File: src/rtl/pch_pkg.sv
`timescale 1ns / 1ps

package pch_pkg;

  // Default sizes of the point store and of one coordinate.
  localparam int MAX_POINTS_DEF  = 64;
  localparam int COORD_WIDTH_DEF = 16;

  // Smallest number of points, and of hull vertices, that form a hull.
  localparam int MIN_HULL = 3;

  // Depth of the command queue between front and back.
  localparam int CMD_DEPTH = 2;

  // Status codes of a result word.
  localparam logic [1:0] ST_OK  = 2'd0;
  localparam logic [1:0] ST_FEW = 2'd1;
  localparam logic [1:0] ST_OVF = 2'd2;

  // Kind of job the front hands to the back.
  typedef enum logic [1:0] {
    CMD_HULL    = 2'd0,
    CMD_ERR_FEW = 2'd1,
    CMD_ERR_OVF = 2'd2
  } cmd_kind_t;

endpackage

File: src/rtl/pch_front.sv
`timescale 1ns / 1ps

module pch_front #(
  parameter int MAX_POINTS  = 64,
  parameter int COORD_WIDTH = 16,
  localparam int IW  = (MAX_POINTS > 1) ? $clog2(MAX_POINTS) : 1,
  localparam int CNW = $clog2(MAX_POINTS + 1),
  localparam int IDW = ((2 * COORD_WIDTH + 7) / 8) * 8
) (
  input  logic                       clk,
  input  logic                       rst,
  input  logic                       s_tvalid,
  output logic                       s_tready,
  input  logic [IDW-1:0]             s_tdata,   // coord_x, coord_y, zero fill
  input  logic                       s_tlast,
  output logic                       st_we,
  output logic [IW-1:0]              st_waddr,
  output logic [2*COORD_WIDTH-1:0]   st_wdata,
  output logic                       cmd_push,
  output pch_pkg::cmd_kind_t         cmd_kind,
  output logic [CNW-1:0]             cmd_count,
  input  logic                       cmd_full,
  input  logic                       release_store
);

  import pch_pkg::*;

  logic           accept;
  logic           room;
  logic [CNW-1:0] count;
  logic [CNW-1:0] count_next;
  logic           ovf;
  logic           ovf_next;
  logic           locked;

  // The store stays with the back while it works on a hull.
  assign s_tready = !locked && !cmd_full;
  assign accept   = s_tvalid && s_tready;
  assign room     = (count < CNW'(MAX_POINTS));

  assign st_we    = accept && room;
  assign st_waddr = count[IW-1:0];
  assign st_wdata = s_tdata[2*COORD_WIDTH-1:0];

  assign count_next = room ? count + 1'b1 : count;
  assign ovf_next   = ovf || !room;

  // Classify the set when its last word arrives.
  assign cmd_push  = accept && s_tlast;
  assign cmd_count = count_next;
  always_comb begin
    if (ovf_next) begin
      cmd_kind = CMD_ERR_OVF;
    end else if (count_next < CNW'(MIN_HULL)) begin
      cmd_kind = CMD_ERR_FEW;
    end else begin
      cmd_kind = CMD_HULL;
    end
  end

  always_ff @(posedge clk) begin
    if (rst) begin
      count  <= '0;
      ovf    <= 1'b0;
      locked <= 1'b0;
    end else begin
      if (release_store) begin
        locked <= 1'b0;
      end
      if (accept) begin
        if (s_tlast) begin
          count <= '0;
          ovf   <= 1'b0;
          if (cmd_kind == CMD_HULL) begin
            locked <= 1'b1;
          end
        end else begin
          count <= count_next;
          ovf   <= ovf_next;
        end
      end
    end
  end

endmodule

File: config.mk
export PLATFORM = sky130hd
export DESIGN_NAME = pch_front
export DESIGN_NICKNAME = d
export VERILOG_FILES = /design/src/rtl/pch_pkg.sv /design/src/rtl/pch_front.sv
export SDC_FILE = /design/constraint.sdc
export NUM_CORES = 1
export LEC_CHECK = 0
export BUFFER_PORTS_ARGS = -buffer_cell sky130_fd_sc_hd__buf_4
export CORE_MARGIN = 2
export CORE_UTILIZATION = 36
export DETAILED_ROUTE_END_ITERATION = 10
export PLACE_DENSITY = 0.92
export SYNTH_ARGS = -nofsm -noshare
export SYNTH_HDL_FRONTEND = slang
export SYNTH_SLANG_ARGS = --single-unit
File: constraint.sdc
create_clock -name clk -period 1.9 [get_ports clk]
set_input_delay 0.19 -clock clk [delete_from_list [all_inputs] [get_ports clk]]
set_output_delay 0.19 -clock clk [all_outputs]
set_load 0.01 [all_outputs]
==> flow_metrics.py, run 1 <==
metrics = {
    "job": {
        "max_cap_violations": 0,
    },
    "setup_path": {
        "critPathCaptureType": "output pin",
        "worstReg2RegEnd": "count[5]$_SDFFE_PP0P_",
        "crit_type": "reg2out",
        "cp_slowest_stage_delay_ns": 0.36,
        "cp.required_ns": 1.71,
        "slowest_stage": "dfxtp_4",
        "rr_startpoint": "count[6]$_SDFFE_PP0P_",
        "worstRegToRegCells": 7,
        "start_kind": "register",
        "reg2reg_slack_ns": 0.09,
        "crit_fanout": 3,
        "crit_arrival_ns": 1.70,
        "path_cells": "and4b_2 > mux2i_2 > a2111oi_4 > nor2b_1 > buf_4",
    },
    "sta": {
        "period_share": 0.994,
        "fin_ws_ns": 0.0118,
        "hold_violations": 0,
        "period_needed_ns": 1.89,
        "setup_viol": 0,
        "worst_slew_pin_slew_ns": 0.286,
        "max_freq_ghz": 0.530,
        "relSlewSlack": 0.807,
        "finClkSkew_ns": 0.000547,
        "setup_tns_ns": 0,
        "slew_violations": 0,
        "whs_ns": 0.152,
        "rsz0062_at_grt": "true",
    },
    "global_routing": {
        "grt_first_pass_wirelength_mm": 3.11,
        "grt_pass1_vias": 669,
        "grt_max_degree": 10,
        "antenna_found_initial": 0,
        "grt-ovfl-total": 0,
        "grtUsageTotal": 0.159,
    },
    "synthesis": {
        "syn-num-nets": 153,
        "synth_top_area_frac": 0.332,
        "synth.distinct_cells": 30,
        "synth_cells": 114,
        "synth-warning-count": 0,
        "async_flop_share": 0,
        "synth.most_common_cell": "buf_4",
        "syn_area_per_cell_um2": 7.74,
        "yosys-top-cells-area": "buf_4 (33%), dfxtp_1 (20%), xnor2_1 (5.0%), nor2_1 (4.7%), o21ai_0 (4.0%)",
        "synth-seq-area-share": 0.204,
        "synth_top_area_cell": "buf_4",
        "synth_edf_count": 0,
        "synth-seq-cells": 9,
        "netlist_top_cells_count": "buf_4 (39), nor2_1 (11), dfxtp_1 (9)",
        "synth_area_um2": 882,
        "ys.flop_type": "dfxtp_1",
    },
    "cells_and_area": {
        "seq_area_um2": 195,
        "finish.net_count": 151,
        "diodes": 0,
        "final_util": 0.435,
        "layout-drive-gt1-share": 0.532,
        "fillers": 231,
        "multi_input_area_um2": 435,
        "area_growth_pct": 11.2,
    },
    "routing": {
        "wl_met1_um": 718,
        "num_vias": 729,
        "via_per_inst": 5.24,
        "drtIter0Drc": 18,
        "wl_per_cell_um": 15.7,
        "wl_mm": 2.19,
        "dr.pass1.iters": 4,
        "top_layer": "met4",
        "wl_met3_um": 256,
        "drt.antenna.violating_nets": 0,
        "drcViolationCount": 0,
        "route.met2.wl_mm": 1.07,
    },
    "power": {
        "leakage_nw": 0.437,
        "p_int_mw": 0.299,
        "clkPwrFrac": 0.391,
        "power.density_mw_per_mm2": 416,
        "pwr-share-comb": 0.148,
        "seq_power_share": 0.461,
        "vdd_drop_max_v": 0.000236,
        "switching_share": 0.269,
        "p_sw_mw": 0.110,
    },
    "min_path": {
        "min_from": "rst",
        "hp-class": "in2reg",
        "min_path_cells": 2,
        "holdPathEnd": "count[1]$_SDFFE_PP0P_",
    },
    "floorplanning": {
        "die_y_um": 53.5,
        "ios": 88,
        "fp.coreArea_mm2": 0.00225,
        "die-area_mm2": 0.00286,
        "num_rows": 17,
        "initial_core_util": 0.391,
        "die_w_um": 53.5,
    },
    "outcome": {
        "status": "finished, final reports clean",
    },
    "placed_design": {
        "numPortBuffers": 23,
        "pre_cts_ws_ns": 0.0698,
        "gp_congestion": 0.812,
        "hpwl_mm": 1.61,
    },
    "cts": {
        "htree_levels": 1,
        "tritoncts": "built",
        "hold_buffers": 0,
        "clockBufferDepth": 2,
        "clk_pin_slew_worst_paths_ns": 0.07,
        "cts-root-buf": "clkbuf_4",
        "clock_sinks": 9,
        "cts_buffers": 3,
        "clock_latency_ns": 0.27,
    },
}
==> cells by family after synthesis <==
family / count (synthesis) / share of synthesized area
adder cells (fa/ha/maj): 1 / 0.0142
AO/OA/AOI/OAI: 16 / 0.109
multiplexers: 1 / 0.0113
flip-flops: 9 / 0.204
AND/OR/NAND/NOR: 35 / 0.230
XOR/XNOR: 6 / 0.0596
buffers and inverters: 46 / 0.372
==> cells in the final DEF (no fill, tap or decap), types with 3 or more instances in the layout <==
| cell type | netlist | layout |
|---|---|---|
| dfxtp_2 | 0 | 3 |
| dfxtp_4 | 0 | 3 |
| dfxtp_1 | 9 | 3 |
| buf_4 | 39 | 36 |
| xnor2_1 | 5 | 3 |
| nor2_1 | 11 | 11 |
| a21oi_1 | 5 | 5 |
| o21ai_0 | 7 | 5 |
| nand2_1 | 6 | 6 |
| clkbuf_4 | 0 | 3 |
==> final cells by class <==
type,instances,area share
Sequential cell,9,0.199
Tap cell,28,0.0357
Clock buffer,4,0.0268
Timing Repair Buffer,37,0.287
Multi-Input combinational cell,59,0.444
Inverter,2,0.00765
==> worst max-delay path by stage <==
stage / endpoint / start / slack (ns)
after floorplan: cmd_kind[0] / count[0]$_SDFFE_PP0P_ / 0.17
after detailed placement: cmd_kind[0] / count[1]$_SDFFE_PP0P_ / 0.07
after global routing: cmd_kind[0] / count[0]$_SDFFE_PP0P_ / -0.05
final: cmd_kind[0] / count[1]$_SDFFE_PP0P_ / 0.01
after global placement: cmd_kind[0] / count[1]$_SDFFE_PP0P_ / 0.20
after CTS: cmd_kind[0] / count[1]$_SDFFE_PP0P_ / -0.05
==> stage by stage <==
step	total power, mW	area [µm²]	cells
4_1_cts	0.408	917	137
2_1_floorplan	0.293	882	114
3_3_place_gp	0.250	830	129
5_1_grt	0.428	981	139
3_5_place_dp	0.252	830	129
6_report	0.408	981	139
==> worst max-delay path, delay by kind of cell, from the launching register on <==
family / cells / cell delay (ns)
flops: 1 / 0.36
buf+inv: 1 / 0.13
compound gates: 1 / 0.32
mux: 1 / 0.18
simple gates: 2 / 0.44
==> sequential cells by signal, indices dropped and copies added (netlist names) <==
name,cells
count,7
locked,1
ovf,1
==> per-layer routing <==
metal  track usage  vias to the layer above
met2         0.274                       41
met3        0.0395                       16
met5             0                        -
li1              -                      330
met4         0.158                        0
met1         0.150                      342
==> power by group through the flow <==
stage                     clock network (mW)  registers [mW]  logic, mW
final                                  0.160           0.188     0.0605
after global routing                   0.173           0.188     0.0661
after CTS                              0.162           0.189     0.0573
after detailed placement                   0           0.195     0.0561
after global placement                     0           0.195     0.0545
after floorplan                            0           0.196     0.0966
==> repair_timing <==
| action | CTS | global route |
|---|---|---|
| cloned | 0 | 0 |
| setup endpoints to repair | 2 | 1 |
| gates resized for setup | 11 | 11 |
| setup buffers | 4 | 2 |
| pin swaps | 4 | 3 |
Power figures use the tool's default switching activity.
==> run 2: changes to the inputs <==
--- a/config.mk
+++ b/config.mk
@@ -5,7 +5,7 @@
 export SDC_FILE = /design/constraint.sdc
 export NUM_CORES = 1
 export LEC_CHECK = 0
-export BUFFER_PORTS_ARGS = -buffer_cell sky130_fd_sc_hd__buf_4
+export BUFFER_PORTS_ARGS = -buffer_cell sky130_fd_sc_hd__clkbuf_2
 export CORE_MARGIN = 2
 export CORE_UTILIZATION = 36
 export DETAILED_ROUTE_END_ITERATION = 10
==> run 2 against run 1 <==
Against the previous run:
- fmax up 0.24%
- clock skew grew 0.0031 ns
- die area unchanged
- global-route usage is 1.8 points lower
- cell area shrank 9.7%
- worst hold slack better by 0.030 ns
- cell count fell by 0.72%
- wire length decreased by 10%
- clock power is 4% lower
- clock-buffer cell count unchanged
- combinational power fell by 18%
- via count fell by 4.1%
- largest cell class unchanged
- largest power group unchanged
- highest routed layer unchanged
==> flow_metrics.py, run 2 (synthesis gave the netlist of run 1 again) <==
metrics = {
    "outcome": {
        "status": "finished, final reports clean",
    },
    "cts": {
        "tritoncts": "built",
        "hold_buffers": 0,
        "clockBufferDepth": 2,
        "clk_pin_slew_worst_paths_ns": 0.06,
        "clock_latency_ns": 0.27,
        "clock_sinks": 9,
        "htree_levels": 1,
        "cts_buffers": 3,
        "cts-root-buf": "clkbuf_4",
    },
    "floorplanning": {
        "num_rows": 17,
        "die_y_um": 53.5,
        "initial_core_util": 0.391,
        "ios": 88,
        "die-area_mm2": 0.00286,
        "die_w_um": 53.5,
        "fp.coreArea_mm2": 0.00225,
    },
    "placed_design": {
        "pre_cts_ws_ns": 0.153,
        "numPortBuffers": 23,
        "hpwl_mm": 1.46,
        "gp_congestion": 0.812,
    },
    "routing": {
        "dr.pass1.iters": 7,
        "wl_per_cell_um": 14.2,
        "drtIter0Drc": 11,
        "num_vias": 699,
        "drt.antenna.violating_nets": 0,
        "wl_mm": 1.96,
        "drcViolationCount": 0,
        "via_per_inst": 5.07,
    },
    "cells_and_area": {
        "multi_input_area_um2": 412,
        "final_cell_mix": "clkbuf_2 (22), buf_4 (13), nor2_1 (11)",
        "area_growth_pct": 0.426,
        "top_register": "count",
        "reg.largest.list": "count: 7 flops, locked: 1 flops, ovf: 1 flops",
        "fillers": 250,
        "largest_reg_flops": 7,
        "final_common_cell": "clkbuf_2",
        "layout-drive-gt1-share": 0.491,
        "finish.net_count": 150,
        "diodes": 0,
        "seq_area_um2": 193,
    },
    "sta": {
        "relSlewSlack": 0.753,
        "max_freq_ghz": 0.531,
        "finClkSkew_ns": 0.00365,
        "slew_violations": 0,
        "setup_viol": 0,
        "worst_slew_pin_slew_ns": 0.367,
        "fin_ws_ns": 0.0163,
        "setup_tns_ns": 0,
        "hold_violations": 0,
        "period_needed_ns": 1.88,
        "rsz0062_at_grt": "true",
        "period_share": 0.991,
    },
    "setup_path": {
        "crit_type": "reg2out",
        "critPathCaptureType": "output pin",
        "rr_startpoint": "count[6]$_SDFFE_PP0P_",
        "reg2reg_slack_ns": 0.09,
        "crit_fanout": 5,
        "endpoint": "cmd_kind[0]",
        "worstRegToRegCells": 7,
        "start_kind": "register",
        "crit_arrival_ns": 1.69,
        "cp.required_ns": 1.71,
        "worstReg2RegEnd": "count[5]$_SDFFE_PP0P_",
        "critPathLaunch": "count[1]$_SDFFE_PP0P_",
    },
    "global_routing": {
        "grt-ovfl-total": 0,
        "grt_pass1_vias": 660,
        "grt_first_pass_wirelength_mm": 2.86,
        "antenna_found_initial": 0,
        "grt_max_degree": 10,
        "grtUsageTotal": 0.141,
    },
    "power": {
        "vdd_drop_max_v": 0.000233,
        "p_total_mw": 0.394,
        "power.density_mw_per_mm2": 445,
        "leakage_nw": 0.391,
    },
    "job": {
        "max_cap_violations": 0,
    },
    "min_path": {
        "hp-class": "in2reg",
    },
}
## run 2: changes by cell type in the layout (fill, tap and decap cells not counted), moves of 2 or more
cell / previous run / this run
xnor2_2: 2 / 0
xnor2_1: 3 / 5
clkbuf_2: 0 / 22
buf_4: 36 / 13
## run 2: what timing repair did
action                     4_1_cts  5_1_grt
pin swaps                        2        2
setup buffers                    3        1
setup endpoints to repair        1        1
gates resized for setup         10        7
## run 2: layout make-up
cell class / instances / area share
inverters: 2 / 0.00847
multi-input cells: 59 / 0.465
flip-flops and latches: 9 / 0.218
clock buffers: 4 / 0.0297
well taps: 28 / 0.0395
repair buffers: 36 / 0.240
## run 2: layer usage
layer,part of all wire,GRT usage,vias to the layer above
met1,0.34,0.134,324
met4,0.037,0.0726,0
li1,-,-,330
met3,0.12,0.0650,10
met5,0,0,-
met2,0.50,0.253,35
## run 2: how the worst min path moves through the flow
| stage | endpoint | cells after the start | slack, ns | startpoint |
|---|---|---|---|---|
| after floorplan | locked$_SDFF_PP0_ | 3 | 0.37 | release_store |
| after global placement | st_wdata[28] | 0 | 0.38 | s_tdata[28] |
| after detailed placement | st_wdata[28] | 0 | 0.38 | s_tdata[28] |
| after CTS | locked$_SDFF_PP0_ | 4 | 0.18 | release_store |
| after global routing | locked$_SDFF_PP0_ | 4 | 0.22 | release_store |
| final | locked$_SDFF_PP0_ | 4 | 0.18 | release_store |
## run 2: per-stage QoR
step | std cells | utilization | hold slack, ns | cell area [µm²]
CTS | 137 | 0.377 | 0.182 | 851
global placement | 130 | 0.346 | 0.380 | 779
floorplan | 114 | - | 0.370 | 882
detailed placement | 130 | 0.346 | 0.380 | 779
finish | 138 | 0.393 | 0.182 | 886
global route | 138 | 0.393 | 0.220 | 886
## run 2: where the power goes
part           switching, mW  internal [mW]
Combinational         0.0276         0.0221
Clock                 0.0731         0.0813
Sequential           0.00204          0.188
## run 2: worst max-delay path: stages, from the launching register on
cell	delay, ns
dfxtp_4	0.36
and4b_2	0.27
mux2i_2	0.18
a2111oi_4	0.31
nor2b_1	0.16
clkbuf_2	0.13
