===== src/rtl/pch_cmd_fifo.sv =====
`timescale 1ns / 1ps

module pch_cmd_fifo #(
  parameter int WIDTH = 9,
  parameter int DEPTH = 2,
  localparam int PW = (DEPTH > 1) ? $clog2(DEPTH) : 1,
  localparam int CW = $clog2(DEPTH + 1)
) (
  input  logic             clk,
  input  logic             rst,
  input  logic             push,
  input  logic [WIDTH-1:0] din,
  output logic             full,
  input  logic             pop,
  output logic [WIDTH-1:0] dout,
  output logic             empty
);

  logic [WIDTH-1:0] mem [DEPTH];
  logic [PW-1:0]    wp;
  logic [PW-1:0]    rp;
  logic [CW-1:0]    cnt;

  assign full  = (cnt == CW'(DEPTH));
  assign empty = (cnt == '0);
  assign dout  = mem[rp];

  // Entry storage.
  always_ff @(posedge clk) begin
    if (push && !full) begin
      mem[wp] <= din;
    end
  end

  // Pointers wrap explicitly so that any depth works.
  always_ff @(posedge clk) begin
    if (rst) begin
      wp  <= '0;
      rp  <= '0;
      cnt <= '0;
    end else begin
      if (push && !full) begin
        wp <= (wp == PW'(DEPTH - 1)) ? '0 : wp + 1'b1;
      end
      if (pop && !empty) begin
        rp <= (rp == PW'(DEPTH - 1)) ? '0 : rp + 1'b1;
      end
      if ((push && !full) && !(pop && !empty)) begin
        cnt <= cnt + 1'b1;
      end else if (!(push && !full) && (pop && !empty)) begin
        cnt <= cnt - 1'b1;
      end
    end
  end

endmodule


===== config.mk =====
export PLATFORM = sky130hd
export DESIGN_NAME = pch_cmd_fifo
export DESIGN_NICKNAME = d
export VERILOG_FILES = /design/src/rtl/pch_cmd_fifo.sv
export SDC_FILE = /design/constraint.sdc
export NUM_CORES = 1
export LEC_CHECK = 0
export ABC_AREA = 1
export ABC_CLOCK_PERIOD_IN_PS = 2000
export CAP_MARGIN = 20
export CORE_MARGIN = 5
export CORE_UTILIZATION = 60
export CTS_BUF_LIST = sky130_fd_sc_hd__clkbuf_8
export DETAILED_ROUTE_END_ITERATION = 10
export DONT_BUFFER_PORTS = 1
export PLACE_DENSITY = 0.76
export SLEW_MARGIN = 20
export SYNTH_ARGS = -nofsm -noshare
export SYNTH_HDL_FRONTEND = slang
export SYNTH_SLANG_ARGS = --single-unit

===== constraint.sdc =====
create_clock -name clk -period 2 [get_ports clk]
set_clock_uncertainty 0.15 [all_clocks]
set_input_delay 0.2 -clock clk [delete_from_list [all_inputs] [get_ports clk]]
set_output_delay 0.2 -clock clk [all_outputs]
set_load 0.01 [all_outputs]

==> report_table.html, run 1 <==
<table>
<tr><th>Metric</th><th>Value</th></tr>
<tr><th colspan="2">Final layout</th></tr>
<tr><td>Leading cell type in the layout, fill and taps excluded</td><td>edfxtp_1</td></tr>
<tr><td>Antenna fix cells</td><td>0</td></tr>
<tr><td>Share of final-layout standard cells stronger than drive strength 1</td><td>26.3%</td></tr>
<tr><td>Fin util</td><td>73.1%</td></tr>
<tr><td>Layout overhead on the synthesized area</td><td>19.6%</td></tr>
<tr><td>NumNets Final</td><td>95</td></tr>
<tr><td>Most frequent cells in the layout</td><td>18 x edfxtp_1, 10 x dlygate4sd3_1, 9 x mux2_2, 9 x nor2_1, 6 x inv_1</td></tr>
<tr><th colspan="2">Yosys</th></tr>
<tr><td>Mean instance size in the synthesized netlist</td><td>13.8 sq um</td></tr>
<tr><td>Post-synthesis share of cell area spent on full adders, half adders and majority gates</td><td>1.39%</td></tr>
<tr><td>Share of Yosys cell area claimed by the top area cell type</td><td>60.1%</td></tr>
<tr><td>Share of the yosys chip area belonging to registers</td><td>71.2%</td></tr>
<tr><td>Simple-gate area share of the yosys netlist</td><td>7.65%</td></tr>
<tr><td>Total of flip-flops plus latches after synthesis</td><td>23</td></tr>
<tr><td>Cell type with the largest total area after synthesis</td><td>edfxtp_1</td></tr>
<tr><td>Syn Inst Count</td><td>65</td></tr>
<tr><td>Synth top area cells</td><td>edfxtp_1 60%, mux2_2 11%, dfxtp_1 11%</td></tr>
<tr><td>Mapped cell area</td><td>900 sq um</td></tr>
<tr><td>Post-Synth XOR/XNOR Area</td><td>0%</td></tr>
<tr><td>Number of synthesis warnings</td><td>0</td></tr>
<tr><td>Post-synth cell types</td><td>17</td></tr>
<tr><td>Share of synthesized area spent on multiplexers</td><td>11.3%</td></tr>
<tr><td>Main combinational cell family by area after synthesis</td><td>multiplexers</td></tr>
<tr><td>Fraction of the mapped netlist area in compound gates</td><td>4.17%</td></tr>
<tr><td>Post-Syn Nets</td><td>79</td></tr>
<tr><th colspan="2">CTS</th></tr>
<tr><td>Post-CTS sizing</td><td>0</td></tr>
<tr><td>TritonCTS clock tree</td><td>built</td></tr>
<tr><td>Num CTS Buffers</td><td>3</td></tr>
<tr><td>Clock-pin slew of the registers on the worst-case setup and hold paths</td><td>0.08 ns</td></tr>
<tr><td>H-tree depth</td><td>1</td></tr>
<tr><td>Number of clock sinks</td><td>23</td></tr>
<tr><td>Clock Tree Root</td><td>clkbuf_8</td></tr>
<tr><td># Post-CTS Setup Buffers</td><td>0</td></tr>
<tr><td>Buffer levels on the longest clock path</td><td>2</td></tr>
<tr><td>Later-pin clock latency in the skew report</td><td>0.26 ns</td></tr>
<tr><th colspan="2">Min path</th></tr>
<tr><td>Type of the most critical hold path</td><td>primary input to register</td></tr>
<tr><td>Hold Path End</td><td>wp</td></tr>
<tr><td>Number of cells on the worst hold path</td><td>3</td></tr>
<tr><td>Start point of the worst min-delay path</td><td>push</td></tr>
<tr><th colspan="2">Flow run</th></tr>
<tr><td>Total of max-cap violations</td><td>0</td></tr>
<tr><th colspan="2">STA</th></tr>
<tr><td>Slew Viols, Final</td><td>0</td></tr>
<tr><td>Tightest slew margin relative to the limit</td><td>73.8%</td></tr>
<tr><td>Slew at the pin with the worst max-slew slack</td><td>0.393 ns</td></tr>
<tr><td>Final count of negative-setup-slack endpoints</td><td>0</td></tr>
<tr><td>Total negative slack</td><td>0 ns</td></tr>
<tr><td>Time the worst path needs with I/O delays and setup</td><td>1.59 ns</td></tr>
<tr><td>Max frequency</td><td>0.629 GHz</td></tr>
<tr><td>WHS</td><td>0.0387 ns</td></tr>
<tr><td>Unrepaired setup endpoints after global routing</td><td>no</td></tr>
<tr><td>Hold Violations, Final</td><td>0</td></tr>
<tr><td>Post-route fraction of the period consumed by the critical path</td><td>79.5%</td></tr>
<tr><th colspan="2">Global routing</th></tr>
<tr><td>Leftover overflow at the end of global routing</td><td>0</td></tr>
<tr><td>First-pass GRT wire length</td><td>2690 um</td></tr>
<tr><td>Met2 capacity usage during global routing</td><td>25.0%</td></tr>
<tr><td>Met3 routing resource usage after global routing</td><td>5.52%</td></tr>
<tr><td>Via count of the first global-routing pass</td><td>559</td></tr>
<tr><td>GR peak layer</td><td>met2</td></tr>
<tr><td>Maximum number of pins on one net before global-route repair</td><td>14</td></tr>
<tr><td>Initial antenna violation count</td><td>0</td></tr>
<tr><td>Overall global routing resource usage</td><td>15.0%</td></tr>
<tr><td>Global-route track usage on met1</td><td>15.7%</td></tr>
<tr><th colspan="2">Worst setup path</th></tr>
<tr><td>Critical path data required time</td><td>1.65 ns</td></tr>
<tr><td>Top delay family on crit path</td><td>flip-flops</td></tr>
<tr><td>R2r startpoint</td><td>cnt[1]</td></tr>
<tr><td>Number of logic stages on the critical path including buffering</td><td>1</td></tr>
<tr><td>Worst reg-to-reg setup slack</td><td>0.45 ns</td></tr>
<tr><td>Setup crit start kind</td><td>register</td></tr>
<tr><td>Buffers &amp; Inverters on Critical Path</td><td>0</td></tr>
<tr><td>Critical path class</td><td>register to primary output</td></tr>
<tr><td>Critical path data arrival time</td><td>1.24 ns</td></tr>
<tr><td>Highest fanout seen on the critical path</td><td>9</td></tr>
<tr><td>Kind of capture point of the worst setup path</td><td>primary output</td></tr>
<tr><td>Slowest stage delay, CP</td><td>0.56 ns</td></tr>
<tr><td>Slowest cell on the critical path</td><td>dfxtp_1</td></tr>
<tr><td>Endpoint of the worst-slack reg-to-reg timing path</td><td>cnt[1]</td></tr>
<tr><td>Worst Reg-to-Reg Cells</td><td>9</td></tr>
<tr><td>Critical path cell sequence</td><td>mux2_2</td></tr>
<tr><th colspan="2">Drt</th></tr>
<tr><td>Vias</td><td>535</td></tr>
<tr><td>Router iterations before antenna repair</td><td>4</td></tr>
<tr><td>Average wire length per cell after detail routing</td><td>15.8 um</td></tr>
<tr><td>Drt via density</td><td>5.57</td></tr>
<tr><td>Antenna violation net count after detailed routing</td><td>0</td></tr>
<tr><td>DRT iter0 DRCs</td><td>8</td></tr>
<tr><td>DRC viols</td><td>0</td></tr>
<tr><td>Drt total wl</td><td>1520 um</td></tr>
<tr><th colspan="2">Place</th></tr>
<tr><td>Number of port buffers</td><td>0</td></tr>
<tr><td>Weighted congestion at the end of routability-driven global placement</td><td>0.720</td></tr>
<tr><td>Dpl hpwl</td><td>1080 um</td></tr>
<tr><th colspan="2">Power</th></tr>
<tr><td>Power share of the sequential group</td><td>52.5%</td></tr>
<tr><td>Part of the total power dissipated in the clock network</td><td>21.5%</td></tr>
<tr><td>Cell-internal power</td><td>0.891 mW</td></tr>
<tr><td>Pwr per Cell Area</td><td>1190 mW/mm^2</td></tr>
<tr><td>Switching power share of the total</td><td>30.6%</td></tr>
<tr><td>Power spent charging and discharging nets</td><td>0.392 mW</td></tr>
<tr><td>Final Power</td><td>1.28 mW</td></tr>
<tr><td>Leakage component of the power</td><td>0.404 nW</td></tr>
<tr><td>Part of the power in combinational logic</td><td>26.0%</td></tr>
<tr><td>VDD IR-drop max</td><td>0.736 mV</td></tr>
<tr><th colspan="2">Floorplan</th></tr>
<tr><td>Die width</td><td>48.7 um</td></tr>
<tr><td>Number of standard-cell rows in the floorplan</td><td>14</td></tr>
<tr><td>Starting Density</td><td>61.1%</td></tr>
<tr><td>Area of the placeable core</td><td>0.00147 sq mm</td></tr>
<tr><td>Vertical extent of the die</td><td>48.7 um</td></tr>
<tr><td>Die ar.</td><td>0.00237 sq mm</td></tr>
<tr><td>I/O pins</td><td>24</td></tr>
<tr><th colspan="2">Run status</th></tr>
<tr><td>Result of the run</td><td>completed</td></tr>
</table>
-- cell families after synthesis --
logic type	count (synthesis)
DFF	23
and+or+nand+nor	16
adders and majority gates	1
AOI/OAI and AO/OA	6
buffers and inverters	10
muxes	9
-- state kept, by name, summed over array words and instances, names as in the netlist, named ones only --
signal / flops
wp: 1
rp: 1
cnt: 2
mem: 18
-- metrics by stage --
stage / std cells / setup slack [ns] / instance area, sq um
after floorplan: 65 / 0.520 / 900
after global placement: 82 / 0.511 / 930
after detailed placement: 82 / 0.440 / 930
after CTS: 96 / 0.375 / 1080
after global routing: 96 / 0.287 / 1080
final: 96 / 0.410 / 1080
-- routing by layer --
| metal | up-vias | part of all wire [%] |
|---|---|---|
| li1 | 251 | - |
| met1 | 259 | 36 |
| met2 | 21 | 54 |
| met3 | 4 | 6.3 |
| met4 | 0 | 3.0 |
| met5 | - | 0 |
-- worst max path at each step --
stage | to | startpoint
6_report | dout[0] | register
3_3_place_gp | cnt[1] | cnt[1]
2_1_floorplan | mem[1][0] | cnt[0]
3_5_place_dp | cnt[1] | cnt[1]
4_1_cts | dout[0] | register
5_1_grt | cnt[1] | cnt[1]
-- cell usage after synthesis --
master / n
inv_2: 3
dfxtp_1: 5
nand2_1: 3
nand3_1: 1
edfxtp_1: 18
o21ai_2: 2
o21ai_1: 1
ha_1: 1
nand4_1: 1
inv_1: 6
o21ai_0: 2
nor2_1: 9
mux2_2: 9
and2_1: 1
a21oi_1: 1
nand2_2: 1
buf_2: 1
-- what timing repair did --
action / in CTS / in global routing
setup endpoints to repair: 0 / 0
hold buffers: 10 / 0
hold endpoints to repair: 19 / 0
-- final cells by class --
cell class,count,area (sq um)
clock buffers,3,41.3
clock inverters,1,5.00
fillers,99,395
inverters,9,33.8
multi-input cells,32,220
flip-flops and latches,23,641
well taps,16,20.0
repair buffers,12,115
-- power groups by stage --
stage	clock, mW	combinational [mW]	sequential, mW
finish	0.276	0.334	0.673
global route	0.310	0.381	0.683
CTS	0.282	0.341	0.676
detailed placement	0	0.320	0.687
global placement	0	0.315	0.679
floorplan	0	0.283	0.656
No activity file was read; power rests on OpenSTA's default activity.
==> run 2, diff against run 1 <==
Settings changed: ABC_AREA 1 to 0, ABC_CLOCK_PERIOD_IN_PS 2000 to 1530.
Clock period 2 ns to 1.53 ns, I/O delays scaled along.
==> run 2 against run 1 <==
Effect of this change: the run now ends with negative setup slack left; synthesized cell count fell by 18%; first-iteration DRC count rose to 4.3 times the previous value; sequential share of layout area down 5.6 points; highest routed layer unchanged.
==> report_table.html, run 2 <==
<table>
<tr><th>Metric</th><th>Value</th></tr>
<tr><th colspan="2">Yosys</th></tr>
<tr><td>Mean instance size in the synthesized netlist</td><td>16.3 sq um (+18%)</td></tr>
<tr><td>Top cells by instance count after synthesis</td><td>18 x edfxtp_1, 9 x mux2_2, 5 x dfxtp_1, 5 x nor2_1</td></tr>
<tr><td>Post-synth cell types</td><td>13 (-4)</td></tr>
<tr><td>Leading register cell type out of synthesis</td><td>edfxtp_1</td></tr>
<tr><td>Total of flip-flops plus latches after synthesis</td><td>23 (unchanged)</td></tr>
<tr><td>Mapped cell area</td><td>865 sq um (-3.9%)</td></tr>
<tr><td>Fraction of registers with async set or reset after synthesis</td><td>0% (unchanged)</td></tr>
<tr><td>Syn Inst Count</td><td>53 (-18%)</td></tr>
<tr><td>Cell type with the largest total area after synthesis</td><td>edfxtp_1</td></tr>
<tr><td>Number of synthesis warnings</td><td>0 (unchanged)</td></tr>
<tr><td>EDFF count, synth</td><td>18 (unchanged)</td></tr>
<tr><td>Synth top area cells</td><td>edfxtp_1 63%, mux2_2 12%, dfxtp_1 12%</td></tr>
<tr><td>Post-Syn Nets</td><td>67 (-15%)</td></tr>
<tr><td>Most numerous cell in the Yosys netlist</td><td>edfxtp_1</td></tr>
<tr><td>Share of the yosys chip area belonging to registers</td><td>74.1% (+2.9 points)</td></tr>
<tr><td>Share of Yosys cell area claimed by the top area cell type</td><td>62.5% (+2.4 points)</td></tr>
<tr><th colspan="2">Worst setup path</th></tr>
<tr><td>Setup crit start kind</td><td>register</td></tr>
<tr><td>Critical path data required time</td><td>1.58 ns (-0.07 ns)</td></tr>
<tr><td>Kind of capture point of the worst setup path</td><td>register</td></tr>
<tr><td>Highest fanout seen on the critical path</td><td>3 (-6)</td></tr>
<tr><td>Critical path class</td><td>register to register</td></tr>
<tr><td>Critical path data arrival time</td><td>1.67 ns (+0.43 ns)</td></tr>
<tr><th colspan="2">STA</th></tr>
<tr><td>Time the worst path needs with I/O delays and setup</td><td>1.62 ns</td></tr>
<tr><td>Slew at the pin with the worst max-slew slack</td><td>0.262 ns (-0.131 ns)</td></tr>
<tr><td>Post-route fraction of the period consumed by the critical path</td><td>106%</td></tr>
<tr><td>Unrepaired setup endpoints after global routing</td><td>yes</td></tr>
<tr><td>Minimum setup slack in the final design</td><td>-0.0947 ns (-0.505 ns)</td></tr>
<tr><td>Tightest slew margin relative to the limit</td><td>82.4% (+8.7 points)</td></tr>
<tr><td>Slew Viols, Final</td><td>0 (unchanged)</td></tr>
<tr><td>Hold Violations, Final</td><td>0 (unchanged)</td></tr>
<tr><td>WHS</td><td>0.126 ns (+0.0875 ns)</td></tr>
<tr><td>Final count of negative-setup-slack endpoints</td><td>10 (+10)</td></tr>
<tr><td>Max frequency</td><td>0.616 GHz</td></tr>
<tr><th colspan="2">Run status</th></tr>
<tr><td>Result of the run</td><td>complete, but fails checks</td></tr>
<tr><td>Failing checks</td><td>negative setup slack</td></tr>
<tr><th colspan="2">Drt</th></tr>
<tr><td>DRT iter0 DRCs</td><td>34 (+26)</td></tr>
<tr><td>DRC viols</td><td>0 (unchanged)</td></tr>
<tr><td>Drt total wl</td><td>2260 um (+49%)</td></tr>
<tr><td>Drt via density</td><td>6.07 (+8.8%)</td></tr>
<tr><td>Antenna violation net count after detailed routing</td><td>0 (unchanged)</td></tr>
<tr><td>Router iterations before antenna repair</td><td>4 (unchanged)</td></tr>
<tr><td>Vias</td><td>558 (+4.3%)</td></tr>
<tr><td>Average wire length per cell after detail routing</td><td>24.5 um (+56%)</td></tr>
<tr><th colspan="2">CTS</th></tr>
<tr><td>Later-pin clock latency in the skew report</td><td>0.26 ns (about the same)</td></tr>
<tr><td>Clock Tree Root</td><td>clkbuf_8</td></tr>
<tr><td>TritonCTS clock tree</td><td>built</td></tr>
<tr><td>Num CTS Buffers</td><td>3 (unchanged)</td></tr>
<tr><td>H-tree depth</td><td>1 (unchanged)</td></tr>
<tr><td>Number of clock sinks</td><td>23 (unchanged)</td></tr>
<tr><td>Buffer levels on the longest clock path</td><td>2 (unchanged)</td></tr>
<tr><td>Clock-pin slew of the registers on the worst-case setup and hold paths</td><td>0.08 ns (about the same)</td></tr>
<tr><th colspan="2">Min path</th></tr>
<tr><td>Type of the most critical hold path</td><td>primary input to register</td></tr>
<tr><th colspan="2">Final layout</th></tr>
<tr><td>Fillers</td><td>45 (-55%)</td></tr>
<tr><td>Final std cells w/o fill</td><td>92 (-4.2%)</td></tr>
<tr><td>NumNets Final</td><td>92 (-3.2%)</td></tr>
<tr><td>Share of final-layout standard cells stronger than drive strength 1</td><td>48.1% (+22 points)</td></tr>
<tr><td>Antenna fix cells</td><td>0 (unchanged)</td></tr>
<tr><td>Most frequent cells in the layout</td><td>18 x edfxtp_1, 10 x dlygate4sd3_1, 9 x mux2_2</td></tr>
<tr><td>Layout overhead on the synthesized area</td><td>38.2%</td></tr>
<tr><td>Register ranked first by flip-flop count</td><td>mem</td></tr>
<tr><td>Fin util</td><td>89.6% (+16 points)</td></tr>
<tr><td>Largest registers in the final layout</td><td>mem x18, cnt x2</td></tr>
<tr><td>Leading cell type in the layout, fill and taps excluded</td><td>edfxtp_1</td></tr>
<tr><td>Flip-flop count of the largest register after layout</td><td>18 (unchanged)</td></tr>
<tr><th colspan="2">Floorplan</th></tr>
<tr><td>Starting Density</td><td>64.8% (+3.7 points)</td></tr>
<tr><td>Area of the placeable core</td><td>0.00133 sq mm (-9.4%)</td></tr>
<tr><td>I/O pins</td><td>24 (unchanged)</td></tr>
<tr><td>Number of standard-cell rows in the floorplan</td><td>13 (-1)</td></tr>
<tr><td>Die ar.</td><td>0.00230 sq mm (-3.1%)</td></tr>
<tr><td>Die width</td><td>48.0 um (-1.6%)</td></tr>
<tr><td>Vertical extent of the die</td><td>48.0 um (-1.6%)</td></tr>
<tr><th colspan="2">Global routing</th></tr>
<tr><td>Leftover overflow at the end of global routing</td><td>0 (unchanged)</td></tr>
<tr><td>Overall global routing resource usage</td><td>22.2% (+7.2 points)</td></tr>
<tr><td>Via count of the first global-routing pass</td><td>621 (+11%)</td></tr>
<tr><td>Maximum number of pins on one net before global-route repair</td><td>13 (-1)</td></tr>
<tr><td>Initial antenna violation count</td><td>0 (unchanged)</td></tr>
<tr><td>First-pass GRT wire length</td><td>3190 um (+18%)</td></tr>
<tr><th colspan="2">Place</th></tr>
<tr><td>Dpl hpwl</td><td>1200 um (+11%)</td></tr>
<tr><td>Number of port buffers</td><td>0 (unchanged)</td></tr>
<tr><td>Placed cell count</td><td>75 (-8.5%)</td></tr>
<tr><td>Weighted congestion at the end of routability-driven global placement</td><td>0.694 (-3.7%)</td></tr>
<tr><td>DP Worst Slack</td><td>-0.0768 ns (-0.517 ns)</td></tr>
<tr><th colspan="2">Flow run</th></tr>
<tr><td>Total of max-cap violations</td><td>0 (unchanged)</td></tr>
<tr><th colspan="2">Power</th></tr>
<tr><td>Pwr per Cell Area</td><td>1770 mW/mm^2 (+48%)</td></tr>
<tr><td>VDD IR-drop max</td><td>1.47 mV (+99%)</td></tr>
<tr><td>Leakage component of the power</td><td>0.439 nW (+8.6%)</td></tr>
</table>
==> run 2: changes by cell type after synthesis, moves of 2 or more <==
cell / delta
inv_1: -4
nor2_1: -4
inv_2: -3
nand2_1: -3
xor2_1: +3
o21ai_2: -2
or3_1: +2
==> run 2: per-layer routing <==
metal | share of wire [%] | GRT usage, % | vias up
met5 | 0 | 0 | -
met4 | 1.7 | 16.7 | 0
met3 | 8.7 | 7.89 | 4
met2 | 51 | 37.5 | 38
met1 | 39 | 22.1 | 279
li1 | - | - | 237
==> run 2: final timing paths <==
| path | cells past startpoint | end | start | slack, ns |
|---|---|---|---|---|
| worst max-delay path | 6 | cnt[1] | cnt[1] | -0.09 |
| worst min-delay path | 3 | wp | push | 0.13 |
| worst max register to register | 6 | cnt[1] | cnt[1] | -0.09 |
| worst min register to register | 2 | wp | wp | 0.40 |
==> run 2: cells by family (layout without fill, tap and decap cells) <==
group                      after synthesis  after routing  synth area share, %
xor gates and xnor gates                 3              3                 3.04
muxes                                    9              9                 11.7
and+or+nand+nor                          9              9                 5.36
buffers and inverters                    3             27                 1.45
DFF                                     23             23                 74.1
AOI/OAI and AO/OA                        5              5                 2.89
adders and majority gates                1              1                 1.45
==> run 2: power breakdown <==
| part | switching (mW) | total [mW] | internal (mW) |
|---|---|---|---|
| clock | 0.186 | 0.365 | 0.179 |
| combinational | 0.421 | 0.854 | 0.433 |
| sequential | 0.0896 | 0.894 | 0.805 |
==> run 2: critical path, stage by stage, from the launching register on <==
cell     delay (ns)
dfxtp_2        0.35
nor2b_4        0.20
nor2_4         0.07
ha_4           0.17
xor2_2         0.15
or3_4          0.34
a21oi_2        0.12
==> run 2: area by class of cell <==
class                      count  area [sq um]  area share (%)
sequential                    23           644            53.9
multi-input combinational     27           283            23.7
timing repair buffer          21           194            16.2
clock buffer                   3          41.3            3.46
tap                           15          18.8            1.57
inverter                       2          10.0           0.838
clock inverter                 1          3.75           0.314
==> run 2: metrics by stage <==
stage | total power [mW] | area (sq um) | setup TNS, ns
6_report | 2.11 | 1190 | -0.573
4_1_cts | 1.88 | 1140 | -0.189
2_1_floorplan | 1.22 | 872 | -0.0205
5_1_grt | 2.19 | 1190 | -0.724
3_3_place_gp | 1.35 | 946 | 0
3_5_place_dp | 1.41 | 946 | -0.0768
==> run 2: repair_timing <==
action / 4_1_cts / 5_1_grt
pin swaps: 3 / 2
buffers inserted: 3 / 0
hold buffers: 10 / 0
hold endpoints to repair: 23 / 0
gates resized for setup: 8 / 10
endpoints found under the setup margin: 10 / 11
==> run 3, diff against run 2 <==
Settings changed: CELL_PAD_IN_SITES_DETAIL_PLACEMENT set to 1, CELL_PAD_IN_SITES_GLOBAL_PLACEMENT set to 1, CORE_UTILIZATION 60 to 51, PLACE_DENSITY 0.76 to unset, PLACE_DENSITY_LB_ADDON set to 0.1.
==> run 3 against run 2 <==
Effect of this change: the flow finishes with violations (negative hold slack, negative setup slack); critical endpoint unchanged; first-iteration DRC count down 94%; power down 6.9%; core utilization down 15 points; sequential cell count unchanged; global-route usage down 6.3 points; register-to-register slack worse by 0.03 ns; maximum frequency down 1.6%; critical path depth unchanged; die area up 14%.
==> report_table.html, run 3 (synthesis gave the netlist of run 2 again) <==
<table>
<tr><th>Metric</th><th>Value</th></tr>
<tr><th colspan="2">Final layout</th></tr>
<tr><td>Layout overhead on the synthesized area</td><td>34.3%</td></tr>
<tr><td>Final cell area excluding filler cells</td><td>0.00116 sq mm (-2.8%)</td></tr>
<tr><td>NumNets Final</td><td>89 (-3.3%)</td></tr>
<tr><td>Leading cell type in the layout, fill and taps excluded</td><td>edfxtp_1</td></tr>
<tr><td>Largest registers in the final layout</td><td>mem x18, cnt x2</td></tr>
<tr><td>Most frequent cells in the layout</td><td>18 x edfxtp_1, 9 x mux2_2, 9 x dlygate4sd3_1</td></tr>
<tr><td>Register ranked first by flip-flop count</td><td>mem</td></tr>
<tr><td>Share of final-layout standard cells stronger than drive strength 1</td><td>43.2% (-4.8 points)</td></tr>
<tr><td>Antenna fix cells</td><td>0 (unchanged)</td></tr>
<tr><td>Flip-flop count of the largest register after layout</td><td>18 (unchanged)</td></tr>
<tr><td>Fin util</td><td>74.5% (-15 points)</td></tr>
<tr><th colspan="2">Drt</th></tr>
<tr><td>Drt via density</td><td>5.61 (-7.5%)</td></tr>
<tr><td>Vias</td><td>505 (-9.5%)</td></tr>
<tr><td>DRC viols</td><td>0 (unchanged)</td></tr>
<tr><td>Average wire length per cell after detail routing</td><td>21.8 um (-11%)</td></tr>
<tr><td>Drt total wl</td><td>1960 um (-13%)</td></tr>
<tr><td>DRT iter0 DRCs</td><td>2 (-94%)</td></tr>
<tr><td>Router iterations before antenna repair</td><td>2 (-2)</td></tr>
<tr><td>Antenna violation net count after detailed routing</td><td>0 (unchanged)</td></tr>
<tr><th colspan="2">Floorplan</th></tr>
<tr><td>Vertical extent of the die</td><td>51.2 um (+6.7%)</td></tr>
<tr><td>I/O pins</td><td>24 (unchanged)</td></tr>
<tr><td>Number of standard-cell rows in the floorplan</td><td>14 (+1)</td></tr>
<tr><td>Area of the placeable core</td><td>0.00156 sq mm (+17%)</td></tr>
<tr><td>Die ar.</td><td>0.00262 sq mm (+14%)</td></tr>
<tr><td>Die width</td><td>51.2 um (+6.7%)</td></tr>
<tr><td>Starting Density</td><td>55.5% (-9.4 points)</td></tr>
<tr><th colspan="2">STA</th></tr>
<tr><td>Minimum setup slack in the final design</td><td>-0.121 ns (-0.0259 ns)</td></tr>
<tr><td>Post-route fraction of the period consumed by the critical path</td><td>108% (+1.7 points)</td></tr>
<tr><td>Slew Viols, Final</td><td>0 (unchanged)</td></tr>
<tr><td>Max frequency</td><td>0.606 GHz (-1.6%)</td></tr>
<tr><td>Time the worst path needs with I/O delays and setup</td><td>1.65 ns (+0.0259 ns)</td></tr>
<tr><td>Unrepaired setup endpoints after global routing</td><td>yes</td></tr>
<tr><td>Slew at the pin with the worst max-slew slack</td><td>0.259 ns (-0.00352 ns)</td></tr>
<tr><td>Hold Violations, Final</td><td>5 (+5)</td></tr>
<tr><td>WHS</td><td>-0.208 ns (-0.334 ns)</td></tr>
<tr><td>Final count of negative-setup-slack endpoints</td><td>10 (unchanged)</td></tr>
<tr><td>Tightest slew margin relative to the limit</td><td>82.7% (+0.24 points)</td></tr>
<tr><th colspan="2">Place</th></tr>
<tr><td>Dpl hpwl</td><td>1200 um (+0.11%)</td></tr>
<tr><td>Dpl cell area</td><td>940 sq um (-0.66%)</td></tr>
<tr><td>Number of port buffers</td><td>0 (unchanged)</td></tr>
<tr><td>Weighted congestion at the end of routability-driven global placement</td><td>0.652 (-6.0%)</td></tr>
<tr><th colspan="2">CTS</th></tr>
<tr><td>Buffer levels on the longest clock path</td><td>2 (unchanged)</td></tr>
<tr><td>Clock Tree Root</td><td>clkbuf_8</td></tr>
<tr><td>TritonCTS clock tree</td><td>built</td></tr>
<tr><td>Number of clock sinks</td><td>23 (unchanged)</td></tr>
<tr><td>Later-pin clock latency in the skew report</td><td>0.26 ns (about the same)</td></tr>
<tr><td>H-tree depth</td><td>1 (unchanged)</td></tr>
<tr><td>Clock-pin slew of the registers on the worst-case setup and hold paths</td><td>0.08 ns (about the same)</td></tr>
<tr><td>Hold bufs inserted after CTS</td><td>9 (-1)</td></tr>
<tr><td>Num CTS Buffers</td><td>3 (unchanged)</td></tr>
<tr><th colspan="2">Power</th></tr>
<tr><td>Switching power share of the total</td><td>31.7% (-1.2 points)</td></tr>
<tr><td>Cell-internal power</td><td>1.34 mW (-5.2%)</td></tr>
<tr><td>Part of the power in combinational logic</td><td>34.6% (-5.8 points)</td></tr>
<tr><td>Leakage component of the power</td><td>0.423 nW (-3.6%)</td></tr>
<tr><td>Pwr per Cell Area</td><td>1690 mW/mm^2 (-4.2%)</td></tr>
<tr><td>Power spent charging and discharging nets</td><td>0.624 mW (-10%)</td></tr>
<tr><td>VDD IR-drop max</td><td>1.02 mV (-31%)</td></tr>
<tr><td>Part of the total power dissipated in the clock network</td><td>18.8% (+1.5 points)</td></tr>
<tr><td>Power share of the sequential group</td><td>46.7% (+4.4 points)</td></tr>
<tr><th colspan="2">Worst setup path</th></tr>
<tr><td>Critical path cell sequence</td><td>nor2b_4, nor2_4, ha_4, xor2_1, or3_1, a21oi_2</td></tr>
<tr><td>Critical path data required time</td><td>1.57 ns (about the same)</td></tr>
<tr><td>Slowest stage delay, CP</td><td>0.38 ns (+0.03 ns)</td></tr>
<tr><td>Setup crit start kind</td><td>register</td></tr>
<tr><td>Critical path class</td><td>register to register</td></tr>
<tr><td>Critical path data arrival time</td><td>1.69 ns (+0.02 ns)</td></tr>
<tr><td>Kind of capture point of the worst setup path</td><td>register</td></tr>
<tr><td>Highest fanout seen on the critical path</td><td>3 (unchanged)</td></tr>
<tr><td>Slowest cell on the critical path</td><td>dfxtp_4</td></tr>
<tr><th colspan="2">Min path</th></tr>
<tr><td>Type of the most critical hold path</td><td>primary input to register</td></tr>
<tr><th colspan="2">Global routing</th></tr>
<tr><td>Maximum number of pins on one net before global-route repair</td><td>13 (unchanged)</td></tr>
<tr><td>Overall global routing resource usage</td><td>16.0% (-6.3 points)</td></tr>
<tr><td>First-pass GRT wire length</td><td>2930 um (-8.2%)</td></tr>
<tr><td>Via count of the first global-routing pass</td><td>589 (-5.2%)</td></tr>
<tr><td>Initial antenna violation count</td><td>0 (unchanged)</td></tr>
<tr><td>Leftover overflow at the end of global routing</td><td>0 (unchanged)</td></tr>
<tr><th colspan="2">Run status</th></tr>
<tr><td>Result of the run</td><td>complete, but fails checks</td></tr>
<tr><td>Failing checks</td><td>negative hold slack, negative setup slack</td></tr>
<tr><th colspan="2">Flow run</th></tr>
<tr><td>Total of max-cap violations</td><td>0 (unchanged)</td></tr>
</table>
-- run 3: metal layers --
layer	GRT usage, %	wire, um	vias up
met4	5.38	22	0
met1	15.8	763	253
met5	0	0	-
met3	3.78	80	3
met2	31.8	1100	15
li1	-	-	234
-- run 3: metrics by stage --
stage | std cells | power [mW] | hold WS, ns | setup TNS (ns) | setup WS [ns]
after detailed placement | 75 | 1.39 | 0.0714 | -0.590 | -0.0716
after CTS | 89 | 1.83 | -0.210 | -0.260 | -0.0289
after global placement | 75 | 1.34 | 0.0666 | -0.00619 | -0.00112
after floorplan | 53 | 1.22 | 0.0647 | -0.0205 | -0.0205
after global routing | 90 | 2.08 | -0.226 | -1.03 | -0.182
final | 90 | 1.97 | -0.208 | -0.700 | -0.121
-- run 3: area by class of cell --
class / instances / area, sq um
flip-flops and latches: 23 / 649
well taps: 16 / 20.0
clock buffers: 3 / 41.3
multi-input cells: 27 / 264
repair buffers: 18 / 173
clock inverters: 1 / 3.75
inverters: 2 / 10.0
fillers: 124 / 398
-- run 3: critical path: cells and delay by family (launching register included) --
family                   cells  cell delay (ns)
adder cells (fa/ha/maj)      1             0.15
XOR/XNOR                     1             0.15
flip-flops                   1             0.38
AO/OA/AOI/OAI                1             0.15
AND/OR/NAND/NOR              3             0.59
-- run 3: worst paths after layout --
path,endpoint,cells after the start,startpoint,slack [ns]
setup / recovery,cnt[1],6,cnt[1],-0.12
hold / removal,cnt[1],1,rst,-0.21
setup reg to reg,cnt[1],6,cnt[1],-0.12
hold reg to reg,wp,2,wp,0.39
-- run 3: power by group through the flow --
stage / logic [mW] / clock network (mW) / registers [mW]
after floorplan: 0.367 / 0 / 0.858
after global placement: 0.455 / 0 / 0.888
after global routing: 0.732 / 0.416 / 0.935
after CTS: 0.560 / 0.366 / 0.903
final: 0.680 / 0.369 / 0.918
after detailed placement: 0.485 / 0 / 0.905
-- run 3: timing repair --
| action | CTS | global route |
|---|---|---|
| pin swaps | 2 | 2 |
| resized for setup | 9 | 10 |
| buffers inserted | 1 | 1 |
| endpoints found under the setup margin | 19 | 11 |
| endpoints found under the hold margin | 23 | 5 |
